## config.mk

```make
export PLATFORM = sky130hd
export DESIGN_NAME = alarm_zone_monitor
export DESIGN_NICKNAME = d
export VERILOG_FILES = /design/src/hdl/azm_pkg.sv /design/src/hdl/alarm_zone_monitor.sv /design/src/hdl/azm_ram.sv
export SDC_FILE = /design/constraint.sdc
export NUM_CORES = 1
export LEC_CHECK = 0
export BUFFER_PORTS_ARGS = -buffer_cell sky130_fd_sc_hd__buf_4
export CAP_MARGIN = 20
export CORE_ASPECT_RATIO = 0.75
export CORE_MARGIN = 2
export CORE_UTILIZATION = 40
export DETAILED_ROUTE_END_ITERATION = 6
export GPL_TIMING_DRIVEN = 0
export REMOVE_ABC_BUFFERS = 1
export SETUP_SLACK_MARGIN = 0.1
export SLEW_MARGIN = 30
export SYNTH_ARGS = -nofsm -noshare
export SYNTH_HDL_FRONTEND = slang
export SYNTH_SLANG_ARGS = --single-unit
```

## constraint.sdc

```tcl
create_clock -name clk -period 6.4 [get_ports clk]
set_input_delay 0.64 -clock clk [delete_from_list [all_inputs] [get_ports clk]]
set_output_delay 0.64 -clock clk [all_outputs]
set_load 0.01 [all_outputs]
```

## src/hdl/azm_pkg.sv

```systemverilog
// Shared types and constants of the alarm zone monitor.
// No dependencies; imported by the top level alarm_zone_monitor.
`default_nettype none
package azm_pkg;

  localparam int NUM_ZONES        = 9;
  localparam int NUM_ANALOG_ZONES = 5;
  localparam int ADC_BITS         = 12;

  localparam int ZONE_W     = 4;
  localparam int ZONE_AW    = $clog2(NUM_ZONES);
  localparam int OPCODE_W   = 2;
  localparam int CFG_IDX_W  = 3;
  localparam int CFG_DATA_W = 40;
  localparam int CD_W       = 12;
  localparam int PROD_W     = 16;
  localparam int BOUND_W    = PROD_W + 2;

  localparam int COEF_W       = 8;
  localparam int BOUND_TBL_W  = 8 * NUM_ANALOG_ZONES;
  localparam int MODE_TBL_W   = 3 * NUM_ZONES;
  localparam int DELAY_LO_W   = 40;
  localparam int DELAY_HI_W   = 32;
  localparam int DELAY_TBL_W  = DELAY_LO_W + DELAY_HI_W;

  localparam logic [COEF_W-1:0]      COEF_RST     = 8'd100;
  localparam logic [BOUND_TBL_W-1:0] LOW_TBL_RST  = 40'd12935367427;
  localparam logic [BOUND_TBL_W-1:0] HIGH_TBL_RST = 40'd30182524679;
  localparam logic [MODE_TBL_W-1:0]  MODE_TBL_RST = '0;
  localparam logic [DELAY_LO_W-1:0]  DELAY_LO_RST = 40'd6;
  localparam logic [DELAY_HI_W-1:0]  DELAY_HI_RST = '0;

  localparam logic [CD_W-1:0] CD_IDLE = '1;

  typedef enum logic [OPCODE_W-1:0] {
    OP_SCAN  = 2'd0,
    OP_TICK  = 2'd1,
    OP_CLEAR = 2'd2,
    OP_NOP   = 2'd3
  } opcode_t;

  typedef enum logic [CFG_IDX_W-1:0] {
    CFG_SUPPLY_COEF = 3'd0,
    CFG_LOW_TBL     = 3'd1,
    CFG_HIGH_TBL    = 3'd2,
    CFG_MODE_TBL    = 3'd3,
    CFG_DELAY_LO    = 3'd4,
    CFG_DELAY_HI    = 3'd5
  } cfg_reg_t;

  typedef struct packed {
    logic            active;
    logic            latched;
    logic [CD_W-1:0] countdown;
  } zone_entry_t;

  localparam int ENTRY_W = $bits(zone_entry_t);

  localparam zone_entry_t ENTRY_RST = '{active: 1'b0, latched: 1'b0, countdown: CD_IDLE};

  typedef struct packed {
    logic abnormal;
    logic out_on;
    logic out_off;
    logic arm_req;
    logic disarm_req;
    logic fire;
    logic stop;
  } result_flags_t;

endpackage
`default_nettype wire

```

## src/hdl/alarm_zone_monitor.sv

```systemverilog
// Top level of the alarm zone monitor: configuration registers, control FSM and zone logic.
// Depends on azm_pkg and on azm_ram, which holds the per-zone state.
//
//  Channel | Ports                                          | Direction
//  in      | in_valid/in_ready, opcode, zone, adc, pin, arm | request in
//  out     | out_valid/out_ready, seven flags, last zone    | request out
//  cfg     | cfg_valid/cfg_ready, cfg_index, cfg_data       | write in
//
// A scan passes through the RAM read, the bound multiply and the update step before its result
// is written to the output register; only then is a new request accepted.
// A tick or a clear walks all zone entries through the RAM, one per cycle, and then writes
// its result to the output register.
// Other requests, and scans of an out-of-range zone, go straight to the output register.
// Reset clears per-entry valid flags at once, so no clearing pass is needed.
// A result held by the output register does not block acceptance of the next request,
// but that request waits for the output register to free up before it finishes.
`default_nettype none
module alarm_zone_monitor (
  input  wire logic                             clk,
  input  wire logic                             rst_n,
  input  wire logic                             in_valid,
  output logic                                  in_ready,
  input  wire logic [azm_pkg::OPCODE_W-1:0]     in_opcode,
  input  wire logic [azm_pkg::ZONE_W-1:0]       in_zone_index,
  input  wire logic [azm_pkg::ADC_BITS-1:0]     in_adc_sample,
  input  wire logic                             in_pin_level,
  input  wire logic                             in_guard_armed,
  output logic                                  out_valid,
  input  wire logic                             out_ready,
  output logic                                  out_zone_abnormal,
  output logic                                  out_output_on,
  output logic                                  out_output_off,
  output logic                                  out_arm_request,
  output logic                                  out_disarm_request,
  output logic                                  out_alarm_fire,
  output logic                                  out_scan_stop,
  output logic [azm_pkg::ZONE_W-1:0]            out_last_alarm_zone,
  input  wire logic                             cfg_valid,
  output logic                                  cfg_ready,
  input  wire logic [azm_pkg::CFG_IDX_W-1:0]    cfg_index,
  input  wire logic [azm_pkg::CFG_DATA_W-1:0]   cfg_data
);
  import azm_pkg::*;

  typedef enum logic [2:0] {
    S_IDLE,
    S_LOAD,
    S_EXEC,
    S_SWEEP,
    S_OUT
  } state_t;

  state_t                 state_r, state_nxt;
  opcode_t                op_r, op_nxt;
  logic [ZONE_W-1:0]      zone_r, zone_nxt;
  logic [ADC_BITS-1:0]    adc_r, adc_nxt;
  logic                   pin_r, pin_nxt;
  logic                   armed_r, armed_nxt;
  logic [ZONE_AW-1:0]     idx_r, idx_nxt;
  zone_entry_t            entry_r, entry_nxt;
  logic [PROD_W-1:0]      prod_lo_r, prod_lo_nxt;
  logic [PROD_W-1:0]      prod_hi_r, prod_hi_nxt;
  logic [ZONE_W-1:0]      recent_r, recent_nxt;
  result_flags_t          res_r, res_nxt;
  logic [NUM_ZONES-1:0]   vld_r, vld_nxt;
  logic [ZONE_AW-1:0]     rd_addr_r;

  logic                   out_valid_r, out_valid_nxt;
  result_flags_t          out_flags_r, out_flags_nxt;
  logic [ZONE_W-1:0]      out_zone_r, out_zone_nxt;

  logic [COEF_W-1:0]      coef_r;
  logic [BOUND_TBL_W-1:0] low_tbl_r;
  logic [BOUND_TBL_W-1:0] high_tbl_r;
  logic [MODE_TBL_W-1:0]  mode_tbl_r;
  logic [DELAY_LO_W-1:0]  delay_lo_r;
  logic [DELAY_HI_W-1:0]  delay_hi_r;

  logic                   ram_we;
  logic [ZONE_AW-1:0]     ram_waddr;
  logic [ZONE_AW-1:0]     ram_raddr;
  logic [ENTRY_W-1:0]     ram_wdata;
  logic [ENTRY_W-1:0]     ram_rdata;
  zone_entry_t            ram_entry;

  azm_ram #(
    .WIDTH (ENTRY_W),
    .DEPTH (NUM_ZONES)
  ) u_zone_ram (
    .clk   (clk),
    .we    (ram_we),
    .waddr (ram_waddr),
    .wdata (ram_wdata),
    .raddr (ram_raddr),
    .rdata (ram_rdata)
  );

  assign ram_entry = vld_r[rd_addr_r] ? zone_entry_t'(ram_rdata) : ENTRY_RST;

  function automatic logic [7:0] bound_setting(input logic [BOUND_TBL_W-1:0] tbl,
                                               input logic [ZONE_W-1:0] zone);
    logic [7:0] s;
    s = '0;
    for (int k = 0; k < NUM_ANALOG_ZONES; k++) begin
      if (zone == ZONE_W'(k)) begin
        s = tbl[8*k +: 8];
      end
    end
    return s;
  endfunction

  function automatic logic [2:0] zone_mode(input logic [MODE_TBL_W-1:0] tbl,
                                           input logic [ZONE_W-1:0] zone);
    logic [2:0] m;
    m = '0;
    for (int k = 0; k < NUM_ZONES; k++) begin
      if (zone == ZONE_W'(k)) begin
        m = tbl[3*k +: 3];
      end
    end
    return m;
  endfunction

  function automatic logic [7:0] zone_delay(input logic [DELAY_TBL_W-1:0] tbl,
                                            input logic [ZONE_W-1:0] zone);
    logic [7:0] d;
    d = '0;
    for (int k = 0; k < NUM_ZONES; k++) begin
      if (zone == ZONE_W'(k)) begin
        d = tbl[8*k +: 8];
      end
    end
    return d;
  endfunction

  assign in_ready  = (state_r == S_IDLE);
  assign cfg_ready = 1'b1;

  assign out_valid           = out_valid_r;
  assign out_zone_abnormal   = out_flags_r.abnormal;
  assign out_output_on       = out_flags_r.out_on;
  assign out_output_off      = out_flags_r.out_off;
  assign out_arm_request     = out_flags_r.arm_req;
  assign out_disarm_request  = out_flags_r.disarm_req;
  assign out_alarm_fire      = out_flags_r.fire;
  assign out_scan_stop       = out_flags_r.stop;
  assign out_last_alarm_zone = out_zone_r;

  logic [2:0]          mode;
  logic [BOUND_W-1:0]  bound_lo;
  logic [BOUND_W-1:0]  bound_hi;
  logic [BOUND_W-1:0]  adc_ext;
  logic [7:0]          delay;
  logic                in_win;
  logic                abn;
  logic                checked;
  zone_entry_t         upd;
  zone_entry_t         swp;

  always_comb begin
    state_nxt     = state_r;
    op_nxt        = op_r;
    zone_nxt      = zone_r;
    adc_nxt       = adc_r;
    pin_nxt       = pin_r;
    armed_nxt     = armed_r;
    idx_nxt       = idx_r;
    entry_nxt     = entry_r;
    prod_lo_nxt   = prod_lo_r;
    prod_hi_nxt   = prod_hi_r;
    recent_nxt    = recent_r;
    res_nxt       = res_r;
    vld_nxt       = vld_r;
    out_valid_nxt = out_valid_r;
    out_flags_nxt = out_flags_r;
    out_zone_nxt  = out_zone_r;
    ram_we        = 1'b0;
    ram_waddr     = idx_r;
    ram_wdata     = ENTRY_RST;
    ram_raddr     = idx_r;

    mode     = zone_mode(mode_tbl_r, zone_r);
    delay    = zone_delay({delay_hi_r, delay_lo_r}, zone_r);
    bound_lo = BOUND_W'({prod_lo_r, 1'b0}) + BOUND_W'(prod_lo_r);
    bound_hi = BOUND_W'({prod_hi_r, 1'b0}) + BOUND_W'(prod_hi_r);
    adc_ext  = BOUND_W'(adc_r);
    in_win   = (bound_hi > adc_ext) && (bound_lo < adc_ext);
    abn      = (zone_r < ZONE_W'(NUM_ANALOG_ZONES)) ? (in_win == mode[2]) : (pin_r == mode[2]);
    checked  = 1'b1;
    upd      = entry_r;
    swp      = ram_entry;

    if (out_valid_r && out_ready) begin
      out_valid_nxt = 1'b0;
    end

    unique case (state_r)
      S_IDLE: begin
        if (in_valid) begin
          op_nxt    = opcode_t'(in_opcode);
          zone_nxt  = in_zone_index;
          adc_nxt   = in_adc_sample;
          pin_nxt   = in_pin_level;
          armed_nxt = in_guard_armed;
          res_nxt   = '0;
          idx_nxt   = '0;
          ram_raddr = '0;
          if (opcode_t'(in_opcode) == OP_SCAN && in_zone_index < ZONE_W'(NUM_ZONES)) begin
            ram_raddr = in_zone_index[ZONE_AW-1:0];
            state_nxt = S_LOAD;
          end else if (opcode_t'(in_opcode) == OP_TICK) begin
            state_nxt = S_SWEEP;
          end else if (opcode_t'(in_opcode) == OP_CLEAR) begin
            recent_nxt = '0;
            state_nxt  = S_SWEEP;
          end else begin
            state_nxt = S_OUT;
          end
        end
      end
      S_LOAD: begin
        entry_nxt   = ram_entry;
        prod_lo_nxt = PROD_W'(bound_setting(low_tbl_r, zone_r)) * PROD_W'(coef_r);
        prod_hi_nxt = PROD_W'(bound_setting(high_tbl_r, zone_r)) * PROD_W'(coef_r);
        state_nxt   = S_EXEC;
      end
      S_EXEC: begin
        res_nxt          = '0;
        res_nxt.abnormal = abn;
        if (abn) begin
          if (!entry_r.active) begin
            res_nxt.out_on = 1'b1;
            upd.active     = 1'b1;
            if (mode[1]) begin
              res_nxt.arm_req = !armed_r;
              res_nxt.stop    = 1'b1;
              checked         = 1'b0;
            end else if ((armed_r || mode[0]) && !entry_r.latched) begin
              recent_nxt    = zone_r;
              upd.countdown = {2'b00, delay, 2'b00} + CD_W'(delay);
              upd.latched   = 1'b1;
            end
          end
        end else if (entry_r.active) begin
          upd.active      = 1'b0;
          res_nxt.out_off = 1'b1;
          if (mode[1]) begin
            res_nxt.disarm_req = armed_r;
            res_nxt.stop       = 1'b1;
            checked            = 1'b0;
          end
        end
        if (checked && upd.countdown == '0) begin
          upd.countdown = CD_IDLE;
          res_nxt.fire  = 1'b1;
        end
        ram_we    = 1'b1;
        ram_waddr = zone_r[ZONE_AW-1:0];
        ram_wdata = upd;
        vld_nxt[zone_r[ZONE_AW-1:0]] = 1'b1;
        state_nxt = S_OUT;
      end
      S_SWEEP: begin
        if (op_r == OP_TICK) begin
          if (swp.countdown != CD_IDLE && swp.countdown != '0) begin
            swp.countdown = swp.countdown - CD_W'(1);
          end
        end else begin
          swp.latched = 1'b0;
        end
        ram_we         = 1'b1;
        ram_waddr      = idx_r;
        ram_wdata      = swp;
        vld_nxt[idx_r] = 1'b1;
        if (idx_r == ZONE_AW'(NUM_ZONES - 1)) begin
          state_nxt = S_OUT;
        end else begin
          idx_nxt   = idx_r + ZONE_AW'(1);
          ram_raddr = idx_r + ZONE_AW'(1);
        end
      end
      S_OUT: begin
        if (!out_valid_r || out_ready) begin
          out_valid_nxt = 1'b1;
          out_flags_nxt = res_r;
          out_zone_nxt  = recent_r;
          state_nxt     = S_IDLE;
        end
      end
      default: begin
        state_nxt = S_IDLE;
      end
    endcase
  end

  always_ff @(posedge clk) begin
    if (!rst_n) begin
      state_r     <= S_IDLE;
      vld_r       <= '0;
      recent_r    <= '0;
      out_valid_r <= 1'b0;
      idx_r       <= '0;
    end else begin
      state_r     <= state_nxt;
      vld_r       <= vld_nxt;
      recent_r    <= recent_nxt;
      out_valid_r <= out_valid_nxt;
      idx_r       <= idx_nxt;
    end
    op_r        <= op_nxt;
    zone_r      <= zone_nxt;
    adc_r       <= adc_nxt;
    pin_r       <= pin_nxt;
    armed_r     <= armed_nxt;
    entry_r     <= entry_nxt;
    prod_lo_r   <= prod_lo_nxt;
    prod_hi_r   <= prod_hi_nxt;
    res_r       <= res_nxt;
    out_flags_r <= out_flags_nxt;
    out_zone_r  <= out_zone_nxt;
    rd_addr_r   <= ram_raddr;
  end

  always_ff @(posedge clk) begin
    if (!rst_n) begin
      coef_r     <= COEF_RST;
      low_tbl_r  <= LOW_TBL_RST;
      high_tbl_r <= HIGH_TBL_RST;
      mode_tbl_r <= MODE_TBL_RST;
      delay_lo_r <= DELAY_LO_RST;
      delay_hi_r <= DELAY_HI_RST;
    end else if (cfg_valid && cfg_ready) begin
      unique case (cfg_reg_t'(cfg_index))
        CFG_SUPPLY_COEF: coef_r     <= cfg_data[COEF_W-1:0];
        CFG_LOW_TBL:     low_tbl_r  <= cfg_data[BOUND_TBL_W-1:0];
        CFG_HIGH_TBL:    high_tbl_r <= cfg_data[BOUND_TBL_W-1:0];
        CFG_MODE_TBL:    mode_tbl_r <= cfg_data[MODE_TBL_W-1:0];
        CFG_DELAY_LO:    delay_lo_r <= cfg_data[DELAY_LO_W-1:0];
        CFG_DELAY_HI:    delay_hi_r <= cfg_data[DELAY_HI_W-1:0];
        default: begin
        end
      endcase
    end
  end

endmodule
`default_nettype wire

```

## src/hdl/azm_ram.sv

```systemverilog
// Generic single write port, single read port RAM with registered read data.
// No dependencies; holds the per-zone state of the alarm zone monitor.
`default_nettype none
module azm_ram #(
  parameter int WIDTH = 8,
  parameter int DEPTH = 16
) (
  input  wire logic                     clk,
  input  wire logic                     we,
  input  wire logic [$clog2(DEPTH)-1:0] waddr,
  input  wire logic [WIDTH-1:0]         wdata,
  input  wire logic [$clog2(DEPTH)-1:0] raddr,
  output logic      [WIDTH-1:0]         rdata
);

  logic [WIDTH-1:0] mem [DEPTH];

  always_ff @(posedge clk) begin
    if (we) begin
      mem[waddr] <= wdata;
    end
    rdata <= mem[raddr];
  end

endmodule
`default_nettype wire

```

==> reports/metrics.csv, run 1 <==
stage,metric,value,unit
outcome,status,finished clean,
grt,grt_start_max_net_pins,111,
route,ant_nets,0,
setup_path,crit_end,prod_lo_r[13]$_DFFE_PP_,
timing,final-setup-viol-count,0,
route,wire_per_inst,19.2,µm
grt,antenna_found_initial,0,
route,num_vias,19172,
setup_path,worst-r2r-setup-slack,330,ps
logic_synthesis,synthArstFlopShare,0,%
setup_path,crit_fanout,13,
setup_path,r2r-start,zone_r[2]$_DFFE_PP_,
final_layout,finalNonFillerCells,3519,
floorplan,core_region_area,0.0607,mm²
floorplan,rows,78,
timing,worst_slew_pin_slew,1040,ps
logic_synthesis,synth_compound_area_share,14.7,%
final_layout,fin_nets,2968,
clock_tree,clk_latency,590,ps
grt,grt_overflow,0,
timing,finalMaxSlewViolations,0,
hold_path,worstHoldPathType,input port to flop,
placed_design,gp_routability_congestion,0.842,
final_layout,antenna_cells,0,
logic_synthesis,synth_top_family_by_area,simple AND/OR/NAND/NOR gates,
setup_path,crit_start,zone_r[2]$_DFFE_PP_,
run,maxCapViolCount,0,
timing,rsz0062_at_grt,false,
logic_synthesis,ys_ff_latch,436,
logic_synthesis,synth_flop_cell,dfxtp_1,
logic_synthesis,synthXorXnorAreaFrac,1.95,%
final_layout,syn_to_final_growth,14.8,%
clock_tree,clkTransAtPathRegs,60,ps
clock_tree,numCtsBuffers,47,
setup_path,worstPathArrival,6410,ps
clock_tree,cts-hold-fix-buffers,0,
timing,timing.final.crit_share,94.9,%
logic_synthesis,synth_top_cell_by_area,edfxtp_1,
power,powerDensity,242,mW/mm²
setup_path,crit_type,flop to flop,
logic_synthesis,synth_edf_count,210,
logic_synthesis,synth_fa_ha_area_share,13.3,%
power,p_seq_share,45.6,%
floorplan,io_pins,82,
setup_path,rr_worst_depth,20,
clock_tree,clockBufferDepth,3,
power,power.share.combinational,15.9,%
route,drt_iter0_drc,1468,
route,drc_errors,0,
clock_tree,cts_sinks,436,
route,vias_per_cell,5.45,
logic_synthesis,synth.most_common_cell,nand2_1,
timing,fmaxAchievable,165,MHz
logic_synthesis,muxShareOfSynthArea,1.96,%
power,pwr-share-clk,38.5,%
timing,finClkSkew,29.7,ps
logic_synthesis,synth_area_per_cell,9.46,µm²
route,drt-total-wl,67.5,mm
logic_synthesis,yosys.area_share.simple,19.5,%
timing,max_slew_margin,30.2,%
logic_synthesis,yosys_warnings,0,
placed_design,dpl.hpwl,47.1,mm
final_layout,drive_above_1_share,11.8,%
hold_path,hold_start,in_adc_sample[1],
final_layout,fin_util,46.7,%
floorplan,dieArea,0.0637,mm²
logic_synthesis,syn-cell-area,0.0247,mm²
setup_path,crit_path_start_kind,flop,
power,swShare,27.5,%
floorplan,initial_core_util,40.7,%
power,power.total,0.00685,W
setup_path,rr_endpoint,prod_lo_r[13]$_DFFE_PP_,
logic_synthesis,syn_inst,2610,
power,p_leak,11.3,nW
clock_tree,cts_root_buffer,clkbuf_16,
power,p_int,0.00497,W
timing,hold_viol,0,
logic_synthesis,ys_top_cells_by_count,"nand2_1, dfxtp_1, edfxtp_1",
logic_synthesis,ys_types,96,
route,drt_pass1_iterations,5,
logic_synthesis,yosysTopAreaCellShare,25.5,%
floorplan,die_x,291,µm
grt,grt_pass1_vias,18682,
timing,layout_min_cycle_time,6070,ps
floorplan,fp.dieH,219,µm
grt,grt_first_pass_wirelength,106,mm
setup_path,critical_path_required,6740,ps
clock_tree,cts_tree,done,
placed_design,placedCellCount,3397,
placed_design,io_buffers,80,
setup_path,crit_path_end_kind,flop,
grt,grtUsageTotal,21.2,%
clock_tree,h-tree-depth,2,
logic_synthesis,synthTopCellsByArea,"edfxtp_1, dfxtp_1, nand2_1",
logic_synthesis,seq_area_frac_synth,43.9,%
power,ir_drop,197,µV
power,p_sw,0.00189,W
metrics by stage:
stage | instance area [µm²] | hold WS [ps] | setup WS, ps | TNS [ps]
2_1_floorplan | 24100 | 400 | 287 | 0
3_3_place_gp | 25700 | 411 | -1900 | -102210
3_5_place_dp | 26400 | 416 | -899 | -6520
4_1_cts | 28100 | 187 | 93.5 | 0
5_1_grt | 28300 | 194 | 86.3 | 0
6_report | 28300 | 220 | 327 | 0
critical path, cell delays in order, from the launching register on:
cell and delay, ps:
edfxtp_1 510, or2_4 410, buf_4 190, nor2_4 350, a22oi_1 160, nand3_1 470, nand2_1 150, fa_1 480
fa_1 500, inv_1 60, fa_1 500, fa_1 490, ha_1 330, a21boi_1 250, o21ai_1 130, a21boi_1 200
o21a_1 140, nor2_2 50, a2bb2oi_2 160, nor2b_2 160, xnor2_1 120
cells in the final DEF (no fill, tap or decap), drive strengths merged, types with 15 or more instances in the layout:
| cell type | netlist | routed |
|---|---|---|
| a22oi | 52 | 52 |
| o21ai | 64 | 64 |
| a311oi | 15 | 15 |
| nand3 | 96 | 96 |
| fa | 75 | 75 |
| edfxtp | 210 | 210 |
| nand2 | 656 | 656 |
| o21a | 15 | 15 |
| a31oi | 19 | 19 |
| nand2b | 16 | 16 |
| and2 | 78 | 78 |
| inv | 158 | 161 |
| a21o | 16 | 16 |
| mux2 | 16 | 16 |
| and3 | 30 | 30 |
| dfxtp | 226 | 226 |
| a21boi | 164 | 164 |
| nor2 | 78 | 81 |
| buf | 23 | 148 |
| ha | 143 | 143 |
| clkbuf | 103 | 64 |
| xnor2 | 38 | 38 |
| nor4 | 15 | 15 |
| nor3 | 29 | 29 |
| nor2b | 24 | 24 |
| xor2 | 17 | 17 |
| a21oi | 69 | 69 |
routing by layer:
layer	wire length (µm)	vias up	share of wire, %	global-route usage, %
met5	0	-	0	0
met4	1570	0	2.3	5.65
met3	4010	100	5.9	2.72
met2	29800	538	44	33.3
met1	32100	9360	48	30.8
li1	-	9174	-	-
worst min path at each step:
stage	endpoint	cells after the start	slack (ps)
2_1_floorplan	out_alarm_fire$_DFFE_PP_	0	400
3_3_place_gp	out_zone_abnormal$_DFFE_PP_	0	410
3_5_place_dp	out_output_on$_DFFE_PP_	0	420
4_1_cts	adc_r[1]$_DFFE_PP_	1	190
5_1_grt	adc_r[5]$_DFFE_PP_	1	190
6_report	adc_r[1]$_DFFE_PP_	1	220
power by group through the flow:
stage | Combinational, W | Clock (W) | Sequential (W)
after floorplan | 0.000636 | 0 | 0.00317
after CTS | 0.00107 | 0.00270 | 0.00312
after global routing | 0.00121 | 0.00281 | 0.00313
after global placement | 0.000940 | 0 | 0.00321
final | 0.00109 | 0.00264 | 0.00312
after detailed placement | 0.00102 | 0 | 0.00319
state kept, by name (all words and copies together), names as in the netlist, 9 cells and up:
signal / count
entry_r: 14
delay_lo_r: 40
vld_r: 9
low_tbl_r: 40
prod_lo_r: 16
delay_hi_r: 32
u_zone_ram.mem: 126
adc_r: 12
prod_hi_r: 16
high_tbl_r: 40
mode_tbl_r: 27
u_zone_ram.rdata: 14
final cells by class:
type | instances | area, µm²
Sequential cell | 436 | 10800
Inverter | 158 | 596
Clock buffer | 64 | 1290
Timing Repair Buffer | 148 | 1380
Clock inverter | 22 | 190
Multi-Input combinational cell | 1891 | 13100
Fill cell | 5685 | 32400
Tap cell | 800 | 1000
what timing repair did:
item	in CTS	in global routing
gates cloned	3	0
pin swaps	5	15
setup endpoints to repair	23	7
setup buffers	18	15
gates resized for setup	15	25
kinds of logic after synthesis:
| kind of cell | after synthesis |
|---|---|
| fa+ha+maj | 218 |
| compound gates | 509 |
| xor+xnor | 55 |
| flops | 436 |
| buf+inv | 286 |
| other cells | 1 |
| simple gates | 1071 |
| mux | 34 |
(Power assumes the default switching activity.)
==> run 2: changes to the inputs <==
--- a/config.mk
+++ b/config.mk
@@ -9,7 +9,7 @@
 export CAP_MARGIN = 20
 export CORE_ASPECT_RATIO = 0.75
 export CORE_MARGIN = 2
-export CORE_UTILIZATION = 40
+export CORE_UTILIZATION = 34
 export DETAILED_ROUTE_END_ITERATION = 6
 export GPL_TIMING_DRIVEN = 0
 export REMOVE_ABC_BUFFERS = 1
==> reports/metrics.csv, run 2 (synthesis results as in run 1) <==
stage,metric,value,unit,change
outcome,status,finished clean,,
grt,grtUsageTotal,17.8,%,-3.4 points
route,vias_per_cell,5.10,,-6.4%
power,powerDensity,244,mW/mm²,+0.94%
placed_design,dpl.hpwl,46.2,mm,-1.9%
final_layout,finalNonFillerCells,3675,,+4.4%
timing,layout_min_cycle_time,6060,ps,-8.64 ps
timing,hold_viol,0,,unchanged
route,wire_per_inst,18.1,µm,-5.7%
run,maxCapViolCount,0,,unchanged
clock_tree,clockBufferDepth,3,,unchanged
final_layout,regMostFlops,u_zone_ram.mem,,
power,pwr-share-clk,39.7,%,+1.2 points
timing,holdWs,216,ps,-3.97 ps
power,p_sw,0.00192,W,+1.8%
timing,final-setup-viol-count,0,,unchanged
setup_path,critical_path_required,6750,ps,about the same
grt,grt_util_met2,25.4,%,-7.9 points
final_layout,fin_nets,2966,,-0.067%
power,ir_drop,187,µV,-5.1%
floorplan,core_region_area,0.0718,mm²,+18%
grt,top_usage_layer,met1,,
timing,finClkSkew,33.1,ps,+3.46 ps
timing,timing.final.crit_share,94.8,%,-0.13 points
timing,fmaxAchievable,165,MHz,+0.14%
power,p_seq_share,44.8,%,-0.8 points
route,drt_pass1_iterations,5,,unchanged
placed_design,placedCellCount,3555,,+4.7%
placed_design,gp_routability_congestion,0.863,,+2.5%
clock_tree,clk_latency,610,ps,+20 ps
grt,grt_first_pass_wirelength,105,mm,-1.4%
route,drc_errors,0,,unchanged
route,drt_iter0_drc,1493,,+1.7%
timing,max_slew_margin,30.4,%,+0.17 points
power,p_leak,11.3,nW,about the same
route,ant_nets,0,,unchanged
floorplan,die_x,315,µm,+8.3%
setup_path,crit_path_start_kind,flop,,
floorplan,fp.dieH,237,µm,+8.3%
setup_path,crit_path_end_kind,flop,,
final_layout,antenna_cells,0,,unchanged
clock_tree,numCtsBuffers,47,,unchanged
grt,grt_overflow,0,,unchanged
clock_tree,cts_sinks,436,,unchanged
grt,use_met3,2.85,%,+0.13 points
power,power.share.combinational,15.4,%,-0.5 points
grt,grt_pass1_vias,17794,,-4.8%
route,drt-total-wl,66.5,mm,-1.5%
setup_path,crit_fanout,11,,-2
setup_path,crit_type,flop to flop,,
placed_design,io_buffers,80,,unchanged
clock_tree,cts_root_buffer,clkbuf_16,,
grt,grt_start_max_net_pins,116,,+4.5%
timing,finalMaxSlewViolations,0,,unchanged
grt,antenna_found_initial,0,,unchanged
floorplan,dieArea,0.0748,mm²,+17%
final_layout,syn_to_final_growth,15.5,%,
grt,use_met1,27.6,%,-3.1 points
floorplan,rows,85,,+9.0%
floorplan,io_pins,82,,unchanged
clock_tree,h-tree-depth,2,,unchanged
final_layout,largest_register_ffs,126,,unchanged
power,swShare,27.6,%,+0.066 points
clock_tree,clkTransAtPathRegs,60,ps,about the same
final_layout,fin_util,39.7,%,-7.0 points
floorplan,initial_core_util,34.4,%,-6.3 points
timing,worst_slew_pin_slew,1030,ps,-2.58 ps
power,p_int,0.00504,W,+1.5%
final_layout,layout.cells.most_common,nand2_1,,
setup_path,worstPathArrival,6410,ps,about the same
route,num_vias,18746,,-2.2%
timing,rsz0062_at_grt,true,,
final_layout,final_cell_mix,"nand2_1, dfxtp_1, edfxtp_1",,
clock_tree,cts_tree,done,,
final_layout,drive_above_1_share,11.7,%,-0.11 points
hold_path,worstHoldPathType,input port to flop,,
## run 2: critical path, stage by stage, from the launching register on
cell       delay (ps)
edfxtp_1          530
buf_4             200
or2_4             260
nor2_4            250
buf_6             220
a22oi_1           120
nand3_1           420
nand2_1           140
fa_1              470
fa_1              490
inv_1              50
fa_1              520
fa_1              490
ha_1              340
a21boi_1          160
o21ai_1           200
a21boi_0          140
o21a_1            190
nor2_2            150
a2bb2oi_2         180
nor2b_1           180
xnor2_1            80
## run 2: timing repair
item / 4_1_cts / 5_1_grt
hold buffers: 0 / 0
pin swaps: 3 / 9
setup endpoints to repair: 14 / 8
cloned: 2 / 0
setup buffers: 19 / 12
resized for setup: 15 / 20
## run 2: area by class of cell
| class | instances | area (µm²) |
|---|---|---|
| fill | 7139 | 43300 |
| clock inverter | 17 | 199 |
| tap | 957 | 1200 |
| clock buffer | 70 | 1370 |
| timing repair buffer | 147 | 1300 |
| sequential | 436 | 10800 |
| inverter | 158 | 596 |
| multi-input combinational | 1890 | 13000 |
## run 2: stage by stage
| stage | area (µm²) | power, W | worst slack (ps) | TNS, ps |
|---|---|---|---|---|
| floorplan | 24100 | 0.00381 | 287 | 0 |
| global placement | 25900 | 0.00417 | -2010 | -106580 |
| detailed placement | 26500 | 0.00420 | -849 | -5870 |
| CTS | 28400 | 0.00699 | 94.6 | 0 |
| global route | 28500 | 0.00725 | 47.3 | 0 |
| finish | 28500 | 0.00696 | 336 | 0 |
## run 2: worst paths after layout
| kind | slack, ps | from | end | cells after the start |
|---|---|---|---|---|
| worst max-delay path | 340 | zone_r[0]$_DFFE_PP_ | prod_lo_r[13]$_DFFE_PP_ | 21 |
| worst max register to register | 340 | zone_r[0]$_DFFE_PP_ | prod_lo_r[13]$_DFFE_PP_ | 21 |
| worst min-delay path | 220 | in_adc_sample[3] | adc_r[3]$_DFFE_PP_ | 1 |
| worst min register to register | 420 | res_r[4]$_SDFFCE_PN0P_ | out_output_off$_DFFE_PP_ | 0 |
## run 2: per-layer routing
| metal | up-vias | share of wire, % |
|---|---|---|
| met1 | 8958 | 50 |
| met4 | 0 | 2.1 |
| li1 | 9168 | - |
| met3 | 84 | 6.3 |
| met2 | 536 | 41 |
| met5 | - | 0 |
## run 2: power groups by stage
stage          Sequential [W]  Combinational, W  Clock, W
6_report              0.00312           0.00108   0.00276
2_1_floorplan         0.00317          0.000636         0
4_1_cts               0.00312           0.00106   0.00282
5_1_grt               0.00313           0.00120   0.00292
3_5_place_dp          0.00319           0.00101         0
3_3_place_gp          0.00321          0.000958         0
==> run 3: changes to the inputs <==
--- a/config.mk
+++ b/config.mk
@@ -7,11 +7,15 @@
 export LEC_CHECK = 0
 export BUFFER_PORTS_ARGS = -buffer_cell sky130_fd_sc_hd__buf_4
 export CAP_MARGIN = 20
+export CELL_PAD_IN_SITES_DETAIL_PLACEMENT = 2
+export CELL_PAD_IN_SITES_GLOBAL_PLACEMENT = 2
 export CORE_ASPECT_RATIO = 0.75
 export CORE_MARGIN = 2
 export CORE_UTILIZATION = 34
 export DETAILED_ROUTE_END_ITERATION = 6
 export GPL_TIMING_DRIVEN = 0
+export HOLD_SLACK_MARGIN = 0.1
+export PLACE_DENSITY_LB_ADDON = 0.1
 export REMOVE_ABC_BUFFERS = 1
 export SETUP_SLACK_MARGIN = 0.1
 export SLEW_MARGIN = 30
==> reports/metrics.csv, run 3 (synthesis results as in run 1) <==
stage,metric,value,unit,change
route,drt_pass1_iterations,5,,unchanged
setup_path,r2r-start,zone_r[1]$_DFFE_PP_,,
final_layout,syn_to_final_growth,17.4,%,
grt,antenna_found_initial,0,,unchanged
power,p_leak,11.5,nW,+1.8%
hold_path,worstHoldPathType,input port to flop,,
clock_tree,cts_sinks,436,,unchanged
final_layout,regMostFlops,u_zone_ram.mem,,
grt,grt_first_pass_wirelength,130,mm,+24%
setup_path,crit_fanout,11,,unchanged
clock_tree,cts_root_buffer,clkbuf_16,,
setup_path,crit_path_end_kind,flop,,
route,routed.top_layer,met4,,
setup_path,rr_worst_depth,24,,+14%
setup_path,worst-r2r-setup-slack,280,ps,-60 ps
clock_tree,h-tree-depth,2,,unchanged
route,wl_met3,2.70,mm,-36%
timing,finalMaxSlewViolations,0,,unchanged
final_layout,fin_nets,2982,,+0.54%
route,num_vias,19634,,+4.7%
route,drt_iter0_drc,1001,,-33%
route,drt-total-wl,84.6,mm,+27%
setup_path,rr_endpoint,prod_lo_r[15]$_DFFE_PP_,,
run,maxCapViolCount,0,,unchanged
timing,fmaxAchievable,163,MHz,-0.98%
timing,holdWs,205,ps,-11.6 ps
route,drt-met1-wl,41.1,mm,+22%
grt,grtUsageTotal,22.6,%,+4.8 points
grt,grt_overflow,0,,unchanged
timing,rsz0062_at_grt,true,,
setup_path,crit_type,flop to flop,,
power,powerDensity,248,mW/mm²,+1.6%
setup_path,worstPathArrival,6470,ps,+60 ps
route,vias_per_cell,5.32,,+4.2%
hold_path,hold_start,in_adc_sample[5],,
timing,finClkSkew,35.8,ps,+2.70 ps
timing,worst_slew_pin_slew,988,ps,-45.1 ps
floorplan,rows,85,,unchanged
final_layout,final_cell_mix,"nand2_1, dfxtp_1, edfxtp_1",,
hold_path,whs_path_depth,1,,unchanged
route,ant_nets,0,,unchanged
setup_path,critical_path_required,6750,ps,about the same
route,wire_per_inst,22.9,µm,+27%
placed_design,gp_routability_congestion,0.830,,-3.9%
timing,fin_tns_setup,0,ps,unchanged
setup_path,crit_path_start_kind,flop,,
clock_tree,clkTransAtPathRegs,70,ps,about the same
timing,max_slew_margin,34.1,%,+3.7 points
setup_path,slowest_stage,fa_1,,
placed_design,dpl.hpwl,61.9,mm,+34%
timing,timing.final.crit_share,95.7,%,+0.94 points
final_layout,largest_register_ffs,126,,unchanged
route,drc_errors,0,,unchanged
clock_tree,clk_latency,630,ps,+20 ps
final_layout,drive_above_1_share,13.2,%,+1.5 points
timing,hold_viol,0,,unchanged
setup_path,critPathMaxStageDelay,550,ps,+20 ps
floorplan,core_region_area,0.0718,mm²,unchanged
clock_tree,numCtsBuffers,48,,+2.1%
grt,grt_pass1_vias,21669,,+22%
final_layout,layout.cells.most_common,nand2_1,,
setup_path,path_cells,buf_8 > buf_8 > nand2b_2 > nor2_4 > buf_4 > buf_4 > a22oi_2 > nand3_4 > buf_4 > nand2_1 > fa_1 > fa_1 > inv_1 > fa_1 > fa_1 > ha_1 > a21boi_2 > o21ai_2 > a21boi_1 > o21a_1 > nor2_2 > a2bb2oi_2 > a21oi_1 > xnor2_1,,
floorplan,fp.dieH,237,µm,unchanged
clock_tree,cts-hold-fix-buffers,0,,unchanged
hold_path,hold-path-endpoint,adc_r[5]$_DFFE_PP_,,
floorplan,io_pins,82,,unchanged
setup_path,cp_common_cell,fa_1,,
route,wl_met2,39.1,mm,+43%
placed_design,io_buffers,80,,unchanged
floorplan,die_x,315,µm,unchanged
grt,grt_start_max_net_pins,124,,+6.9%
floorplan,initial_core_util,34.4,%,unchanged
timing,final-setup-viol-count,0,,unchanged
clock_tree,clockBufferDepth,3,,unchanged
timing,layout_min_cycle_time,6120,ps,+60.3 ps
floorplan,dieArea,0.0748,mm²,unchanged
power,ir_drop,175,µV,-6.3%
outcome,status,finished clean,,
clock_tree,cts_tree,done,,
run 3: changes by cell type in the layout (fill, tap and decap cells not counted), sizes merged:
cell / change
clkinv: +6
diode: +1
clkinvlp: -1
bufinv: +2
clkbuf: -4
buf: +17
nor2: -2
run 3: per-layer routing:
| metal | track usage, % | vias up |
|---|---|---|
| li1 | - | 9194 |
| met1 | 31.4 | 10070 |
| met2 | 37.0 | 263 |
| met3 | 3.16 | 107 |
| met4 | 5.63 | 0 |
| met5 | 0 | - |
run 3: stage by stage:
step	setup WS (ps)	cells	util (%)	total power (W)	cell area (µm²)
final	276	3694	40.4	0.00719	29000
after global routing	7.73	3693	40.4	0.00751	29000
after CTS	68.9	3680	40.1	0.00727	28800
after detailed placement	-1210	3565	37.3	0.00431	26800
after global placement	-2670	3519	36.1	0.00421	25900
after floorplan	287	2482	-	0.00381	24100
run 3: worst max-delay path, delay by kind of cell, from the launching register on:
family	cells	cell delay, ps
adders and majority gates	5	2480
buffers and inverters	6	1000
AOI/OAI and AO/OA	7	980
and+or+nand+nor	5	760
DFF	1	500
xor gates and xnor gates	1	150
run 3: worst max path at each step:
stage | end | slack [ps] | startpoint
finish | prod_lo_r[15]$_DFFE_PP_ | 280 | zone_r[1]$_DFFE_PP_
global route | prod_hi_r[15]$_DFFE_PP_ | 8 | zone_r[1]$_DFFE_PP_
CTS | prod_hi_r[15]$_DFFE_PP_ | 70 | zone_r[1]$_DFFE_PP_
detailed placement | prod_hi_r[15]$_DFFE_PP_ | -1210 | zone_r[3]$_DFFE_PP_
global placement | prod_hi_r[13]$_DFFE_PP_ | -2670 | zone_r[1]$_DFFE_PP_
floorplan | prod_hi_r[13]$_DFFE_PP_ | 290 | zone_r[1]$_DFFE_PP_
run 3: cell type report:
class                   count  area, µm²
inverters                 158        596
multi-input cells        1888      13200
clock inverters            24        262
repair buffers            164       1570
clock buffers              66       1350
fillers                  7674      42800
well taps                 957       1200
flip-flops and latches    436      10800
diodes                      1       2.50
run 3: repair_timing:
action	CTS	global route
setup buffers	25	13
pin swaps	8	11
resized for setup	33	29
endpoints found under the setup margin	125	116
run 3: where the power goes:
part | switching [W] | internal (W)
Clock | 0.00125 | 0.00165
Sequential | 0.0000773 | 0.00305
Combinational | 0.000729 | 0.000436
